$ cat src/pfa_pkg.sv
// ----------------------------------------------------------------------------
// pfa_pkg
// Shared types and constants for the page frame allocator: operation codes,
// controller states and the command / status bundles between the controller
// and the datapath.
// ----------------------------------------------------------------------------
package pfa_pkg;

    // default sizing
    localparam int NUM_FRAMES_DEF  = 1024;
    localparam int COUNT_WIDTH_DEF = 16;

    // fixed field widths
    localparam int OP_W    = 2;
    localparam int INDEX_W = 10;
    localparam int LEN_W   = 11;
    localparam int TOTAL_W = 11;

    // managed frame register after reset
    localparam logic [TOTAL_W-1:0] FRAMES_RESET = 11'd1024;

    typedef enum logic [OP_W-1:0] {
        OP_ALLOC   = 2'd0,
        OP_FREE    = 2'd1,
        OP_RESERVE = 2'd2,
        OP_COUNT   = 2'd3
    } op_t;

    typedef enum logic [3:0] {
        ST_CLEAR,
        ST_IDLE,
        ST_DISPATCH,
        ST_SCAN,
        ST_SKIP,
        ST_FILL,
        ST_RMW,
        ST_COUNT,
        ST_DONE
    } state_t;

    // controller -> datapath
    typedef struct packed {
        logic clr_wr;      // write zero at pointer, advance
        logic load_item;   // capture input transaction
        logic issue_rd;    // read table at pointer, advance
        logic zero_acc;    // count a returned zero entry
        logic rmw_wr;      // write back updated count of returned entry
        logic s_step;      // move candidate start by one alignment step
        logic ptr_from_s;  // pointer to candidate start
        logic acc_clr;     // clear run / zero counter
        logic fill_wr;     // write one at pointer, advance
        logic res_load;    // load result register
        logic res_ok;      // success flag of the result
    } cmd_t;

    // datapath -> controller
    typedef struct packed {
        op_t  item_op;
        logic clr_last;
        logic rd_more;
        logic chk_vld;
        logic chk_zero;
        logic run_done;
        logic skip_more;
        logic fit;
        logic len_ok;
        logic fill_last;
        logic out_free;
    } sts_t;

endpackage

$ cat src/pfa_ctrl.sv
// ----------------------------------------------------------------------------
// pfa_ctrl
// Controller state machine: table clear after reset, operation dispatch,
// first-fit scan with alignment skip, run fill, read-modify-write stream,
// free count stream and result hand-off.
// ----------------------------------------------------------------------------
module pfa_ctrl (
    input  logic          aclk,
    input  logic          aresetn,
    input  logic          s_valid,
    output logic          s_ready,
    input  pfa_pkg::sts_t sts,
    output pfa_pkg::cmd_t cmd
);
    import pfa_pkg::*;

    state_t state_reg, state_next;
    logic   ok_reg, ok_next;

    // state register
    always_ff @(posedge aclk) begin
        if (!aresetn) begin
            state_reg <= ST_CLEAR;
            ok_reg    <= 1'b0;
        end else begin
            state_reg <= state_next;
            ok_reg    <= ok_next;
        end
    end

    // next state and commands
    always_comb begin
        state_next = state_reg;
        ok_next    = ok_reg;
        cmd        = '0;
        cmd.res_ok = ok_reg;
        s_ready    = 1'b0;
        unique case (state_reg)
            ST_CLEAR: begin
                cmd.clr_wr = 1'b1;
                if (sts.clr_last) begin
                    state_next = ST_IDLE;
                end
            end
            ST_IDLE: begin
                s_ready = 1'b1;
                if (s_valid) begin
                    cmd.load_item = 1'b1;
                    state_next    = ST_DISPATCH;
                end
            end
            ST_DISPATCH: begin
                ok_next = 1'b1;
                unique case (sts.item_op) inside
                    OP_ALLOC: begin
                        if (sts.len_ok) begin
                            state_next = ST_SCAN;
                        end else begin
                            ok_next    = 1'b0;
                            state_next = ST_DONE;
                        end
                    end
                    OP_FREE, OP_RESERVE: state_next = ST_RMW;
                    default:             state_next = ST_COUNT;
                endcase
            end
            // stream reads from the candidate start, stop on a hit or a full run
            ST_SCAN: begin
                if (sts.chk_vld && !sts.chk_zero) begin
                    state_next = ST_SKIP;
                end else if (sts.chk_vld && sts.run_done) begin
                    cmd.ptr_from_s = 1'b1;
                    state_next     = ST_FILL;
                end else begin
                    cmd.zero_acc = 1'b1;
                    cmd.issue_rd = sts.rd_more;
                end
            end
            // next aligned start past the used frame, or fail if the run no longer fits
            ST_SKIP: begin
                if (sts.skip_more) begin
                    cmd.s_step = 1'b1;
                end else if (sts.fit) begin
                    cmd.ptr_from_s = 1'b1;
                    cmd.acc_clr    = 1'b1;
                    state_next     = ST_SCAN;
                end else begin
                    ok_next    = 1'b0;
                    state_next = ST_DONE;
                end
            end
            ST_FILL: begin
                cmd.fill_wr = 1'b1;
                if (sts.fill_last) begin
                    state_next = ST_DONE;
                end
            end
            ST_RMW: begin
                cmd.rmw_wr   = 1'b1;
                cmd.issue_rd = sts.rd_more;
                if (!sts.rd_more && !sts.chk_vld) begin
                    state_next = ST_DONE;
                end
            end
            ST_COUNT: begin
                cmd.zero_acc = 1'b1;
                cmd.issue_rd = sts.rd_more;
                if (!sts.rd_more && !sts.chk_vld) begin
                    state_next = ST_DONE;
                end
            end
            ST_DONE: begin
                if (sts.out_free) begin
                    cmd.res_load = 1'b1;
                    state_next   = ST_IDLE;
                end
            end
            default: state_next = ST_IDLE;
        endcase
    end

`ifndef SYNTHESIS
    // a pending result is never overwritten
    a_no_overwrite: assert property (@(posedge aclk) disable iff (!aresetn)
        cmd.res_load |-> sts.out_free)
        else $error("result loaded while previous result still pending");

    // one transaction at a time
    a_busy_after_accept: assert property (@(posedge aclk) disable iff (!aresetn)
        (s_valid && s_ready) |=> !s_ready)
        else $error("input still ready after accepting a transaction");
`endif

endmodule

$ cat config.mk
export PLATFORM = sky130hd
export DESIGN_NAME = pfa_ctrl
export DESIGN_NICKNAME = d
export VERILOG_FILES = /design/src/pfa_pkg.sv /design/src/pfa_ctrl.sv
export SDC_FILE = /design/constraint.sdc
export NUM_CORES = 1
export LEC_CHECK = 0
export BUFFER_PORTS_ARGS = -buffer_cell sky130_fd_sc_hd__buf_2
export CAP_MARGIN = 20
export CELL_PAD_IN_SITES_DETAIL_PLACEMENT = 0
export CELL_PAD_IN_SITES_GLOBAL_PLACEMENT = 1
export CORE_UTILIZATION = 33
export CTS_BUF_LIST = sky130_fd_sc_hd__clkbuf_8
export CTS_CLUSTER_SIZE = 40
export DETAILED_ROUTE_END_ITERATION = 12
export PLACE_DENSITY = 0.83
export SYNTH_ARGS = -nofsm -noshare
export SYNTH_HDL_FRONTEND = slang
export SYNTH_SLANG_ARGS = --single-unit
$ cat constraint.sdc
create_clock -name aclk -period 2.35 [get_ports aclk]
set_input_delay 0.1175 -clock aclk [delete_from_list [all_inputs] [get_ports aclk]]
set_output_delay 0.1175 -clock aclk [all_outputs]
set_load 0.01 [all_outputs]
==> metrics.yaml, run 1 <==
fin_nets: 127
critPathKind: "register to output port"
ioPinCount: 27
grt_pass1_vias: 569
hold_viol_final: 0
crit_slowest_cell: "dfxtp_1"
finalSetupTns_ns: 0
antenna_found_initial: 0
grt_remaining_overflow: 0
finClkSkew_ns: 0.002027
wl_per_cell_um: 11.75
dr.pass1.iters: 4
arrival_ns: 1.89
ys.flop_type: "dfxtp_1"
cts_tree: "done"
cp_data_required_time_ns: 2.23
maxSlewHeadroom: 0.6253
worstPathCellList: "nand2b_4 > or4b_4 > o21ai_0 > and2_1 > buf_2"
path_clk_slew_ns: 0.04
antenna_cells: 0
clkLatencyLatePin_ns: 0.22
maxSlewViolCount: 0
synth_cell_types: 42
crit_fanout: 17
startpoint_type: "register"
cts_num_sinks: 5
syn_avg_cell_area_um2: 7.567
area_delta_synth_final_pct: 28.49
clk_path_buf_depth: 2
placed_area_um2: 762.0
layout.cells.most_common_list: "buf_2 (26), inv_1 (7), nor2_1 (6), nand2_1 (5), dfxtp_1 (5)"
drv_cap: 0
setup_viol_count_final: 0
worstHoldPathType: "primary input to register"
via_per_inst: 5.278
port_buffers: 26
fin_crit_ns: 2.008
cp-end-kind: "output port"
post_cts.repair.setup_buffers: 0
place.gp.congestion: 0.8206
grt_use_total: 0.1630
first_iter_violations: 5
num_vias: 702
htree_levels: 1
tightestPinTransition_ns: 0.5613
largest_reg_flops: 4
cts_root_buf: "clkbuf_8"
yosys_warnings: 0
die_h_um: 45.63
rsz0062_at_grt: "false"
synth_area_um2: 628.1
drcViolationCount: 0
cts_inserted_buffers: 3
final_cell_area_um2: 807.0
synth_edf_count: 0
wl_um: 1563
hold_buffers: 0
core-area_um2: 1764
grt_pass1_wl_um: 2428
ant_nets: 0
outcome: "completed"
netlist_instances: 83
slowest_delay_ns: 0.67
hpwl_um: 1197
p_leak_uw: 0.0003718
holdWs_ns: 0.1718
synth_async_sr_flop_share: 0
ys_seq_elements: 5
syn_nets: 101
dieArea_um2: 2082
grt_max_degree: 18
clock.fmax_mhz: 498.0
drive_above_1_share: 0.3426
rows: 15
period_share: 0.8544
vdd_drop_max_v: 0.0006772
start_util: 0.3560
seq_area_frac_synth: 0.1594
fp.dieW_um: 45.63
final_common_cell: "buf_2"
nFillCells: 191
power_density_nw_per_um2: 893.1
cts_resized: 0
## cells in the mapped netlist (2+ instances only)
cell       instances  area [um2]
dfxtp_1            5       100.1
nor3_1             4       20.02
clkbuf_1           3       11.26
buf_4              2       15.01
nor2_1             6       22.52
ha_1               3       37.54
inv_1              6       22.52
mux2i_1            3       30.03
nand2_1            5       18.77
nor2b_1            2       12.51
a2111oi_0          2       17.52
and2_1             3       18.77
nand2b_1           2       12.51
o21ai_0            4       20.02
o21ai_1            2       10.01
nor4_1             4       25.02
nor4b_1            2       17.52
## worst max-delay path: cells and delay by family, from the launching register on
kind	cells	cell delay [ns]
compound gates	1	0.08
simple gates	3	0.79
flops	1	0.67
buf+inv	1	0.12
## path summary, 6_finish.rpt
kind	from	end	slack, ns	cells past startpoint
setup / recovery	state_reg[1]	cmd[8]	0.34	5
hold / removal	aresetn	state_reg[1]	0.17	3
hold reg to reg	ok_reg	ok_reg	0.49	2
setup reg to reg	state_reg[1]	state_reg[3]	0.42	4
## per-stage QoR
step / instances / total power (uW) / util / setup WS [ns]
4_1_cts: 133 / 719.2 / 0.4574 / 0.3563
3_5_place_dp: 129 / 558.6 / 0.4319 / 0.4344
2_1_floorplan: 83 / 490.1 / - / 0.5800
5_1_grt: 133 / 774.5 / 0.4574 / 0.2335
3_3_place_gp: 129 / 555.6 / 0.4319 / 0.4840
6_report: 133 / 720.8 / 0.4574 / 0.3421
## area by class of cell
cell class | instances | area (um2) | share of cell area
multi-input cells | 65 | 462.9 | 0.5736
repair buffers | 28 | 145.1 | 0.1798
flip-flops and latches | 5 | 100.1 | 0.1240
clock buffers | 3 | 41.29 | 0.05116
well taps | 25 | 31.28 | 0.03876
inverters | 6 | 22.52 | 0.02791
clock inverters | 1 | 3.754 | 0.004651
## metal layers
layer / vias up / share of wire / global-route usage
met5: - / 0 / 0
met4: 0 / 0 / 0.07273
met3: 0 / 0.072 / 0.03968
met2: 34 / 0.42 / 0.2286
met1: 312 / 0.51 / 0.2315
li1: 356 / - / -
## logic make-up (layout without fill, tap and decap cells)
family,Yosys count,after routing,share of synthesized area
AOI/OAI and AO/OA,18,18,0.2092
adders and majority gates,3,3,0.05977
DFF,5,5,0.1594
and+or+nand+nor,41,41,0.4203
muxes,3,3,0.04781
buffers and inverters,13,38,0.1036
## power breakdown
group          total [uW]  switching [uW]  internal [uW]  leakage, uW
clock network         160            47.9            113    0.0000269
logic                 370             183            186     0.000304
registers             191            79.4            111    0.0000409
Power figures use the tool's default switching activity.
==> inputs of run 2 (changes only) <==
==> constraint.sdc (replaced) <==
create_clock -name aclk -period 2.35 [get_ports aclk]
set_input_delay 0.705 -clock aclk [delete_from_list [all_inputs] [get_ports aclk]]
set_output_delay 0.705 -clock aclk [all_outputs]
set_load 0.01 [all_outputs]
==> run 2 against run 1 <==
  * The flow now finishes with violations (negative setup slack)
  * Combinational power grew 32%
  * First-iteration DRC count rose to 2.8 times the previous value
  * Sequential cell count unchanged
  * Critical endpoint unchanged
==> metrics.yaml, run 2 (same netlist as run 1, synthesis figures left out) <==
layout.cells.most_common_list: "buf_2 (25), buf_4 (10), inv_1 (7), nor2_1 (6)"
cp_data_required_time_ns: 1.64  # -0.59 ns
seq_area_um2: 100.1  # unchanged
worstHoldPathType: "register to register"
arrival_ns: 1.72  # -0.17 ns
antenna_found_initial: 0  # unchanged
tightestPinTransition_ns: 0.3820  # -0.1792 ns
fin_nets: 135  # +6.3%
instances_no_fill: 141  # +6.0%
grt_pass1_wl_um: 2642  # +8.8%
cp-end-kind: "output port"
num_vias: 727  # +3.6%
cts_tree: "done"
clock.fmax_mhz: 412.3  # -17%
layout_setup_ws_ns: -0.07548  # -0.4176 ns
dieArea_um2: 2082  # unchanged
outcome: "complete, but fails checks"
area_delta_synth_final_pct: 41.43
place.gp.congestion: 0.7541  # -8.1%
rsz0062_at_grt: "true"
first_iter_violations: 14  # +9
vdd_drop_max_v: 0.0004456  # -34%
critPathKind: "primary input to output port"
period_share: 1.032  # +0.1777
power_density_nw_per_um2: 871.4  # -2.4%
grt_use_total: 0.1799  # +0.01690
crit_fanout: 3  # -14
core-area_um2: 1764  # unchanged
port_buffers: 26  # unchanged
start_util: 0.3560  # unchanged
hold_buffers: 0  # unchanged
cts_inserted_buffers: 3  # unchanged
startpoint_type: "primary input"
wl_um: 1649  # +5.5%
final_common_cell: "buf_2"
drcViolationCount: 0  # unchanged
ioPinCount: 27  # unchanged
fp.dieW_um: 45.63  # unchanged
fin_util: 0.5035  # +0.04610
largest_reg_flops: 4  # unchanged
clk_path_buf_depth: 2  # unchanged
antenna_cells: 0  # unchanged
busiest_layer: "met2"
hpwl_um: 1252  # +4.6%
nFillCells: 192  # +0.52%
finClkSkew_ns: 0.004130  # +0.002103 ns
cts_num_sinks: 5  # unchanged
clkLatencyLatePin_ns: 0.23  # about the same
grt_use_met1: 0.2209  # -0.01060
wl_per_cell_um: 11.70  # -0.48%
cts_root_buf: "clkbuf_8"
drv_cap: 0  # unchanged
via_per_inst: 5.156  # -2.3%
setup_viol_count_final: 1  # +1
dpl_worst_slack_ns: -0.1500  # -0.5844 ns
fin_crit_ns: 2.425  # +0.4176 ns
hold_viol_final: 0  # unchanged
p_leak_uw: 0.0004195  # +13%
die_h_um: 45.63  # unchanged
grtUsageMet3: 0.07540  # +0.03571
power.total_uw: 774.1  # +7.4%
met2_usage: 0.2743  # +0.04571
dp_cells: 134  # +3.9%
multi_input_area_um2: 478.0  # +3.2%
maxSlewViolCount: 0  # unchanged
htree_levels: 1  # unchanged
finalSetupTns_ns: -0.07548  # -0.07548 ns
rows: 15  # unchanged
drive_above_1_share: 0.4052  # +0.06258
grt_max_degree: 18  # unchanged
violations: "negative setup slack"
maxSlewHeadroom: 0.7387  # +0.1134
grt_pass1_vias: 621  # +9.1%
grt_remaining_overflow: 0  # unchanged
dr.pass1.iters: 4  # unchanged
path_clk_slew_ns: 0.03  # about the same
ant_nets: 0  # unchanged
==> run 2: cell count changes in the layout (fill, tap and decap cells not counted), sizes merged <==
cell,change
buf,+8
==> run 2: final cells by class <==
cell class / count / share of cell area
clock buffer: 3 / 0.04648
clock inverter: 1 / 0.004225
inverter: 6 / 0.02535
multi-input combinational: 65 / 0.5380
sequential: 5 / 0.1127
tap: 25 / 0.03521
timing repair buffer: 36 / 0.2380
==> run 2: final timing paths <==
path | slack (ns) | depth (start not counted) | startpoint | endpoint
min reg2reg | 0.51 | 2 | ok_reg | ok_reg
min | 0.51 | 2 | ok_reg | ok_reg
max | -0.08 | 6 | sts[7] | cmd[8]
max reg2reg | 0.46 | 6 | state_reg[3] | state_reg[3]
==> run 2: metrics by stage <==
stage | area, um2 | hold slack (ns)
global placement | 799.5 | 0.5101
CTS | 870.8 | 0.5267
floorplan | 628.1 | 0.4583
global route | 888.4 | 0.5486
finish | 888.4 | 0.5097
detailed placement | 799.5 | 0.5207
==> run 2: what timing repair did <==
action,CTS,global route
resized for setup,3,2
endpoints found under the hold margin,0,0
buffers inserted,2,1
endpoints found under the setup margin,2,3
pin swaps,2,2
==> run 2: where the power goes <==
part / switching [uW] / internal (uW)
registers: 17.9 / 112
logic: 261 / 228
clock network: 44.0 / 112
==> run 2: metal layers <==
| layer | vias up | wire length, um |
|---|---|---|
| li1 | 370 | - |
| met1 | 321 | 728 |
| met2 | 34 | 771 |
| met3 | 2 | 135 |
| met4 | 0 | 14 |
| met5 | - | 0 |
==> run 2: worst max-delay path: stages <==
cell	delay (ns)
buf_6	0.09
nor2b_4	0.12
or4b_4	0.49
o21ai_2	0.07
and2_1	0.12
buf_2	0.12
==> inputs of run 3 (changes only) <==
--- a/config.mk
+++ b/config.mk
@@ -7,13 +7,11 @@
 export LEC_CHECK = 0
 export BUFFER_PORTS_ARGS = -buffer_cell sky130_fd_sc_hd__buf_2
 export CAP_MARGIN = 20
-export CELL_PAD_IN_SITES_DETAIL_PLACEMENT = 0
-export CELL_PAD_IN_SITES_GLOBAL_PLACEMENT = 1
-export CORE_UTILIZATION = 33
+export CORE_UTILIZATION = 35
 export CTS_BUF_LIST = sky130_fd_sc_hd__clkbuf_8
 export CTS_CLUSTER_SIZE = 40
 export DETAILED_ROUTE_END_ITERATION = 12
-export PLACE_DENSITY = 0.83
+export PLACE_DENSITY = 0.65
 export SYNTH_ARGS = -nofsm -noshare
 export SYNTH_HDL_FRONTEND = slang
 export SYNTH_SLANG_ARGS = --single-unit
==> run 3 against run 2 <==
  * The run still ends with negative setup slack left
  * Largest cell class unchanged
  * Final cell count is 2.1% lower
  * Critical endpoint unchanged
  * Register-to-register slack hardly changed
  * Critical path depth stayed put
  * Clock skew is 0.0020 ns lower
  * Largest power group unchanged
  * Sequential cell count stayed put
  * Non-clock buffer count is 2 lower
  * Core utilization is 4.0 points higher
==> metrics.yaml, run 3 (same netlist as run 1, synthesis figures left out) <==
power_density_nw_per_um2: 882.1  # +1.2%
crit_fanout: 3  # unchanged
hold_viol_final: 0  # unchanged
cp-end-kind: "output port"
crit_buf_inv: 2  # unchanged
tightestPinTransition_ns: 0.4885  # +0.1064 ns
finClkSkew_ns: 0.002173  # -0.001956 ns
worstPathCellList: "buf_6 > nor2b_4 > or4b_4 > o21ai_2 > and2_1 > buf_2"
ioPinCount: 27  # unchanged
dpl_worst_slack_ns: -0.1651  # -0.01511 ns
fin_crit_ns: 2.429  # +0.003486 ns
core-area_um2: 1594  # -9.6%
via_per_inst: 5.275  # +2.3%
layout.cells.most_common_list: "buf_2 (25), buf_4 (8), inv_1 (7), nor2_1 (6)"
fp.dieW_um: 44.36  # -2.8%
layout_setup_ws_ns: -0.07896  # -0.003486 ns
htree_levels: 1  # unchanged
instances_no_fill: 138  # -2.1%
cts_num_sinks: 5  # unchanged
start_util: 0.3940  # +0.03801
p_leak_uw: 0.0004094  # -2.4%
period_share: 1.034  # +0.001483
violations: "negative setup slack"
antenna_cells: 0  # unchanged
critPathKind: "primary input to output port"
area_delta_synth_final_pct: 37.85
fin_util: 0.5432  # +0.03962
grt_use_total: 0.1580  # -0.02190
rows: 14  # -1
drive_above_1_share: 0.3860  # -0.01921
wl_um: 1569  # -4.9%
first_iter_violations: 16  # +2
fin_nets: 133  # -1.5%
port_buffers: 26  # unchanged
rsz0062_at_grt: "true"
num_vias: 728  # +0.14%
cts_inserted_buffers: 3  # unchanged
path_clk_slew_ns: 0.03  # about the same
finalSetupTns_ns: -0.08523  # -0.009754 ns
cts_tree: "done"
dieArea_um2: 1968  # -5.5%
drcViolationCount: 0  # unchanged
wl_per_cell_um: 11.37  # -2.8%
grt_max_degree: 18  # unchanged
cp_data_required_time_ns: 1.64  # about the same
largest_reg_flops: 4  # unchanged
slowest_delay_ns: 0.49  # about the same
arrival_ns: 1.72  # about the same
grt_remaining_overflow: 0  # unchanged
clock.fmax_mhz: 411.7  # -0.14%
hpwl_um: 1212  # -3.1%
hold_buffers: 0  # unchanged
maxSlewHeadroom: 0.6659  # -0.07280
ant_nets: 0  # unchanged
cts_root_buf: "clkbuf_8"
final_cell_area_um2: 865.8  # -2.5%
worstHoldPathType: "register to register"
drv_cap: 0  # unchanged
cp_top_family: "simple AND/OR/NAND/NOR gates"
maxSlewViolCount: 0  # unchanged
clk_path_buf_depth: 2  # unchanged
vdd_drop_max_v: 0.0005679  # +27%
startpoint_type: "primary input"
grt_pass1_vias: 594  # -4.3%
grt_pass1_wl_um: 2394  # -9.4%
final_common_cell: "buf_2"
dp_cells: 133  # -0.75%
outcome: "complete, but fails checks"
clkLatencyLatePin_ns: 0.22  # about the same
dr.pass1.iters: 4  # unchanged
die_h_um: 44.36  # -2.8%
antenna_found_initial: 0  # unchanged
placed_area_um2: 798.3  # -0.16%
setup_viol_count_final: 2  # +1
place.gp.congestion: 0.7897  # +4.7%
crit_slowest_cell: "or4b_4"
-- run 3: cell count changes in the layout (fill, tap and decap cells not counted), sizes merged --
cell  before  now
buf       36   34
-- run 3: path summary, 6_finish.rpt --
| path | slack, ns | cells after the start | start | to |
|---|---|---|---|---|
| worst max-delay path | -0.08 | 6 | sts[7] | cmd[8] |
| worst min register to register | 0.50 | 2 | ok_reg | ok_reg |
| worst min-delay path | 0.50 | 2 | ok_reg | ok_reg |
| worst max register to register | 0.47 | 6 | state_reg[3] | state_reg[3] |
-- run 3: final cells by class --
cell class / count / area (um2)
Timing Repair Buffer: 34 / 196.4
Clock buffer: 3 / 41.29
Multi-Input combinational cell: 65 / 471.7
Inverter: 6 / 22.52
Tap cell: 24 / 30.03
Fill cell: 170 / 728.2
Sequential cell: 5 / 100.1
Clock inverter: 1 / 3.754
-- run 3: power breakdown --
| group | internal [uW] | leakage (uW) | switching, uW |
|---|---|---|---|
| combinational | 226 | 0.000342 | 260 |
| sequential | 112 | 0.0000409 | 17.0 |
| clock | 112 | 0.0000269 | 38.1 |
-- run 3: worst min-delay path, stage by stage, from the launching register on --
cell	delay, ns
dfxtp_1	0.33
a21oi_1	0.06
nor2_1	0.07
-- run 3: layer usage --
metal,vias to the layer above,wire (um),global-route usage
met5,-,0,0
met4,0,0,0
met3,0,79,0.03673
met2,27,770,0.2912
met1,332,719,0.1975
li1,369,-,-
-- run 3: repair_timing --
item	CTS	global route
pin swaps	2	1
setup buffers	1	0
resized for setup	3	1
setup endpoints to repair	2	2
-- run 3: metrics by stage --
stage	total power (uW)	hold slack, ns
after floorplan	490.1	0.4583
after CTS	764.6	0.5054
after global routing	821.4	0.5306
after global placement	601.7	0.5239
after detailed placement	606.7	0.4975
final	763.8	0.5007
